[src/sv/yee_grid_field_interpolator_top_defines.svh]
// Shared assertion macros
`ifndef YEE_GRID_FIELD_INTERPOLATOR_TOP_DEFINES_SVH
`define YEE_GRID_FIELD_INTERPOLATOR_TOP_DEFINES_SVH

// same-cycle implication
`define YGI_ASSERT_NOW(lbl, clk, rst_n, ante, cons, msg) \
	lbl: assert property (@(posedge clk) disable iff (!rst_n) (ante) |-> (cons)) \
		else $error(msg);

// next-cycle implication
`define YGI_ASSERT_NEXT(lbl, clk, rst_n, ante, cons, msg) \
	lbl: assert property (@(posedge clk) disable iff (!rst_n) (ante) |=> (cons)) \
		else $error(msg);

`endif

[src/sv/yee_gfi_pkg.sv]
`default_nettype none
package yee_gfi_pkg;

	localparam logic [1:0] MODE_WRITE = 2'd0;
	localparam logic [1:0] MODE_E     = 2'd1;
	localparam logic [1:0] MODE_B     = 2'd2;

	localparam logic [1:0] CFG_INV_X = 2'd0;
	localparam logic [1:0] CFG_INV_Y = 2'd1;
	localparam logic [1:0] CFG_INV_Z = 2'd2;

	localparam logic [1:0] COMP_NONE = 2'd3;

	localparam logic [3:0] MUL_LAST   = 4'd3;
	localparam logic [3:0] READ_LAST  = 4'd8;
	localparam logic [3:0] LERP_LAST  = 4'd6;
	localparam logic [2:0] STEP_Y0    = 3'd4;
	localparam logic [2:0] STEP_X     = 3'd6;

	typedef enum logic [2:0] {
		S_CLEAR,
		S_IDLE,
		S_MUL,
		S_CHK,
		S_READ,
		S_LERP,
		S_FIN
	} state_t;

	typedef struct packed {
		logic       clear;
		logic       wr;
		logic       load;
		logic       mul;
		logic [1:0] mul_axis;
		logic       der;
		logic [1:0] der_axis;
		logic       rd;
		logic [2:0] corner;
		logic       shift;
		logic       lerp;
		logic [2:0] step;
		logic       out_load;
	} cmd_t;

	typedef struct packed {
		logic clr_last;
		logic outside;
	} sts_t;

endpackage
`default_nettype wire

[src/sv/yee_gfi_ctrl.sv]
`default_nettype none
module yee_gfi_ctrl
	import yee_gfi_pkg::*;
(
	input  wire logic       clk,
	input  wire logic       arst_n,
	input  wire logic       in_valid,
	output logic            in_ready,
	input  wire logic [1:0] mode,
	output logic            out_valid,
	input  wire logic       out_ready,
	output cmd_t            cmd,
	input  wire sts_t       sts
);

	state_t     state_q, state_d;
	logic [3:0] cnt_q, cnt_d;
	logic       out_valid_q;

	always_ff @(posedge clk or negedge arst_n) begin
		if (!arst_n) begin
			state_q     <= S_CLEAR;
			cnt_q       <= '0;
			out_valid_q <= 1'b0;
		end else begin
			state_q <= state_d;
			cnt_q   <= cnt_d;
			if (cmd.out_load)
				out_valid_q <= 1'b1;
			else if (out_ready)
				out_valid_q <= 1'b0;
		end
	end
	assign out_valid = out_valid_q;

	always_comb begin
		state_d  = state_q;
		cnt_d    = cnt_q + 1'b1;
		cmd      = '0;
		in_ready = 1'b0;
		unique case (state_q)
			S_CLEAR: begin
				cmd.clear = 1'b1;
				if (sts.clr_last)
					state_d = S_IDLE;
			end
			S_IDLE: begin
				in_ready = 1'b1;
				cnt_d    = '0;
				if (in_valid) begin
					if (mode == MODE_WRITE)
						cmd.wr = 1'b1;
					else if (mode == MODE_E || mode == MODE_B) begin
						cmd.load = 1'b1;
						state_d  = S_MUL;
					end
				end
			end
			S_MUL: begin
				cmd.mul      = (cnt_q < MUL_LAST);
				cmd.mul_axis = cnt_q[1:0];
				cmd.der      = (cnt_q != 4'd0);
				cmd.der_axis = cnt_q[1:0] - 2'd1;
				if (cnt_q == MUL_LAST)
					state_d = S_CHK;
			end
			S_CHK: begin
				cnt_d   = '0;
				state_d = sts.outside ? S_FIN : S_READ;
			end
			S_READ: begin
				cmd.rd     = (cnt_q < READ_LAST);
				cmd.corner = cnt_q[2:0];
				cmd.shift  = (cnt_q != 4'd0);
				if (cnt_q == READ_LAST) begin
					cnt_d   = '0;
					state_d = S_LERP;
				end
			end
			S_LERP: begin
				cmd.lerp = 1'b1;
				cmd.step = cnt_q[2:0];
				if (cnt_q == LERP_LAST)
					state_d = S_FIN;
			end
			S_FIN: begin
				if (!out_valid_q || out_ready) begin
					cmd.out_load = 1'b1;
					state_d      = S_IDLE;
				end
			end
			default: state_d = S_IDLE;
		endcase
	end

	`include "yee_grid_field_interpolator_top_defines.svh"

	`YGI_ASSERT_NEXT(a_query_starts, clk, arst_n, in_valid && in_ready && (mode == MODE_E || mode == MODE_B), state_q == S_MUL, "query did not start")
	`YGI_ASSERT_NEXT(a_lerp_ends, clk, arst_n, state_q == S_LERP && cnt_q == LERP_LAST, state_q == S_FIN, "lerp sequence overran")
	`YGI_ASSERT_NEXT(a_fin_holds, clk, arst_n, state_q == S_FIN && out_valid_q && !out_ready, state_q == S_FIN && out_valid_q, "result overwritten")
	`YGI_ASSERT_NOW(a_no_clear_accept, clk, arst_n, cmd.clear, !in_ready, "request taken during clear")

endmodule
`default_nettype wire

[config.mk]
export PLATFORM = sky130hd
export DESIGN_NAME = yee_gfi_ctrl
export DESIGN_NICKNAME = d
export VERILOG_FILES = /design/src/sv/yee_gfi_pkg.sv /design/src/sv/yee_gfi_ctrl.sv
export VERILOG_INCLUDE_DIRS = /design/src /design/src/sv
export SDC_FILE = /design/constraint.sdc
export NUM_CORES = 1
export LEC_CHECK = 0
export BUFFER_PORTS_ARGS = -buffer_cell sky130_fd_sc_hd__buf_2
export CAP_MARGIN = 20
export CORE_UTILIZATION = 51
export DETAILED_ROUTE_END_ITERATION = 12
export GPL_TIMING_DRIVEN = 0
export HOLD_SLACK_MARGIN = 0.1
export PLACE_DENSITY = 0.83
export SKIP_CTS_REPAIR_TIMING = 1
export SYNTH_ARGS = -nofsm -noshare
export SYNTH_HDL_FRONTEND = slang
export SYNTH_SLANG_ARGS = --single-unit
[constraint.sdc]
create_clock -name clk -period 3.65 [get_ports clk]
set_input_delay 0.1825 -clock clk [delete_from_list [all_inputs] [get_ports clk]]
set_output_delay 0.1825 -clock clk [all_outputs]
set_load 0.05 [all_outputs]
==> flow_summary_export.csv <==
group,metric,value,unit
run_status,status,"complete, no violations",
final_layout,stdcell_count,140,
grt,grt_max_degree,11,
place,numPortBuffers,28,
routing,antenna_left,0,
timing,relSlewSlack,75.7,%
routing,post_drt_wl_per_cell,11.4,um
logic_synthesis,synth_cells,93,
power,sw_frac_of_total,54.5,%
clock_network,cts_tree,"done",
final_layout,drive_gt1_share,36.0,%
timing,final_hold_viol_count,0,
logic_synthesis,synth_edf_count,0,
routing,met3_length,83,um
final_layout,final_common_cell,"buf_2",
logic_synthesis,yosysWarnings,0,
clock_network,cts.sinks,8,
power,p_clk_share,7.3,%
power,p_int,402,uW
logic_synthesis,syn-num-nets,106,
final_layout,postLayoutCoreUtil,70.6,%
routing,drcViolationCount,0,
timing,setup_violations,0,
critical_path,startpoint_type,"flop",
power,p_leak,0.000524,uW
timing,fin_tns_setup,0,ns
logic_synthesis,synth_seq_area_share,26.7,%
floorplanning,rows,13,
final_layout,final_cell_mix,"buf_2 (28), nor2_1 (15), inv_1 (8), dfrtp_1 (8)",
grt,grt_pass1_vias,589,
timing,timing.final.ws_setup,1.49,ns
clock_network,worst_skew_pair.late_latency,0.24,ns
power,seq_power_share,17.7,%
final_layout,synthToLayoutAreaGrowth,25.5,%
floorplanning,fp.dieH,40.4,um
routing,routed_wl,1600,um
worst_hold_path,hold_path_class,"in -> reg",
timing,skew,0.000567,ns
timing,max_freq,463,MHz
timing,rsz0062_at_grt,"no",
critical_path,crit_required,3.78,ns
timing,post-route-period-util,59.1,%
timing,timing.hold.ws,0.237,ns
timing,drv_slew,0,
grt,grt.overflow.total,0,
final_layout,register_area,200,um2
critical_path,critPathKind,"reg -> reg",
final_layout,diodes,0,
logic_synthesis,ys_ff_latch,8,
floorplanning,start_util,56.3,%
logic_synthesis,yosys.area.top_type,"dfrtp_1",
logic_synthesis,ys_types,40,
clock_network,numCtsBuffers,3,
logic_synthesis,synth_flop_cell,"dfrtp_1",
logic_synthesis,yosysTopAreaCellShare,26.7,%
power,pwr_density_cell,938,nW/um2
logic_synthesis,async_flop_share,100,%
timing,worst-slew-pin-transition,0.364,ns
power,peakVddDrop,0.000473,V
floorplanning,core_area,1330,um2
routing,first_iter_violations,20,
routing,wl_met2,808,um
critical_path,worst_ep_arrival_time,2.29,ns
job,cap_violations,0,
clock_network,clk_pin_slew,0.05,ns
final_layout,multi_input_area,475,um2
final_layout,fill_cells,117,
grt,grt_use_total,21.7,%
place,dp_hpwl,1260,um
routing,vias,757,
logic_synthesis,synthesis.area,751,um2
routing,dr.pass1.iters,4,
floorplanning,die-area,1630,um2
logic_synthesis,synth_area_per_cell,8.07,um2
clock_network,cts-root-buf,"clkbuf_4",
final_layout,fin_nets,140,
timing,min_period,2.16,ns
floorplanning,die_w,40.4,um
floorplanning,io_pins,29,
power,p_sw,482,uW
place,pre_cts_ws,1.48,ns
critical_path,crit_path_end_kind,"flop",
clock_network,cts_max_path_buffers,2,
place,dp_cells,136,
grt,antenna_found_initial,0,
critical_path,critPathMaxFanout,6,
routing,top_layer_used,"met3",
clock_network,cts_htree_levels,1,
place,gp_congestion,0.713,
logic_synthesis,synthTopCellsByArea,"dfrtp_1 (27%), ha_1 (8.3%), nor2_1 (7.5%), and3_1 (4.2%), inv_1 (4.0%)",
power,combPwrFrac,74.9,%
routing,avgViaCountPerCell,5.41,
routing,wl_met1,704,um
grt,grt_pass1_wl,2400,um
Yosys cell counts, types with 3 or more instances:
library cell and instances:
and3_1 5, buf_4 3, dfrtp_1 8, ha_1 5
inv_1 8, nand2_1 5, nand2b_1 4, nor2_1 15
stage by stage:
stage	instance area, um2	power, uW
floorplan	751	693
global placement	910	804
detailed placement	910	818
CTS	932	887
global route	942	953
finish	942	884
metal layers:
layer | global-route usage [%] | up-vias
li1 | - | 384
met1 | 26.8 | 347
met2 | 40.1 | 26
met3 | 5.00 | 0
met4 | 0 | 0
met5 | 0 | -
final timing paths:
check | start | to | slack [ns] | cells after the start
hold reg to reg | out_valid | out_valid | 0.51 | 2
setup / recovery | cnt_q[0] | state_q[2] | 1.49 | 5
max in group asynchronous | arst_n | cnt_q[2] | 3.18 | 2
min in group asynchronous | arst_n | cnt_q[3] | 0.31 | 2
hold / removal | out_ready | out_valid | 0.24 | 3
setup reg to reg | cnt_q[0] | state_q[2] | 1.49 | 5
cell type report:
cell class	instances	share of cell area (%)
inverter	9	3.59
timing repair buffer	29	15.9
buffer	6	4.38
sequential	8	21.2
clock buffer	3	2.39
tap	15	1.99
multi-input combinational	70	50.5
cell families (layout without fill, tap and decap cells):
family,count (synthesis),count (layout),synth area share [%]
AO/OA/AOI/OAI,15,15,14.5
XOR/XNOR,2,2,2.33
adder cells (fa/ha/maj),5,5,8.33
buffers and inverters,15,47,10.0
flip-flops,8,8,26.7
multiplexers,1,1,2.00
AND/OR/NAND/NOR,47,47,36.2
critical path, cell delays in order, from the launching register on:
cell and delay [ns]:
dfrtp_1 0.44, ha_1 0.24, or3b_1 0.39, a32o_2 0.26, or3_4 0.41, mux2_4 0.30
flip-flops by register name, indices dropped and copies added (netlist names):
signal / cells
cnt_q: 4
state_q: 3
out_valid: 1
power groups by stage:
stage          clock network [uW]  logic, uW  registers (uW)
2_1_floorplan                   0        535             158
3_3_place_gp                    0        647             157
3_5_place_dp                    0        660             158
4_1_cts                      66.3        664             157
5_1_grt                      69.4        722             162
6_report                     65.0        662             157
No activity file was read; power rests on OpenSTA's default activity.
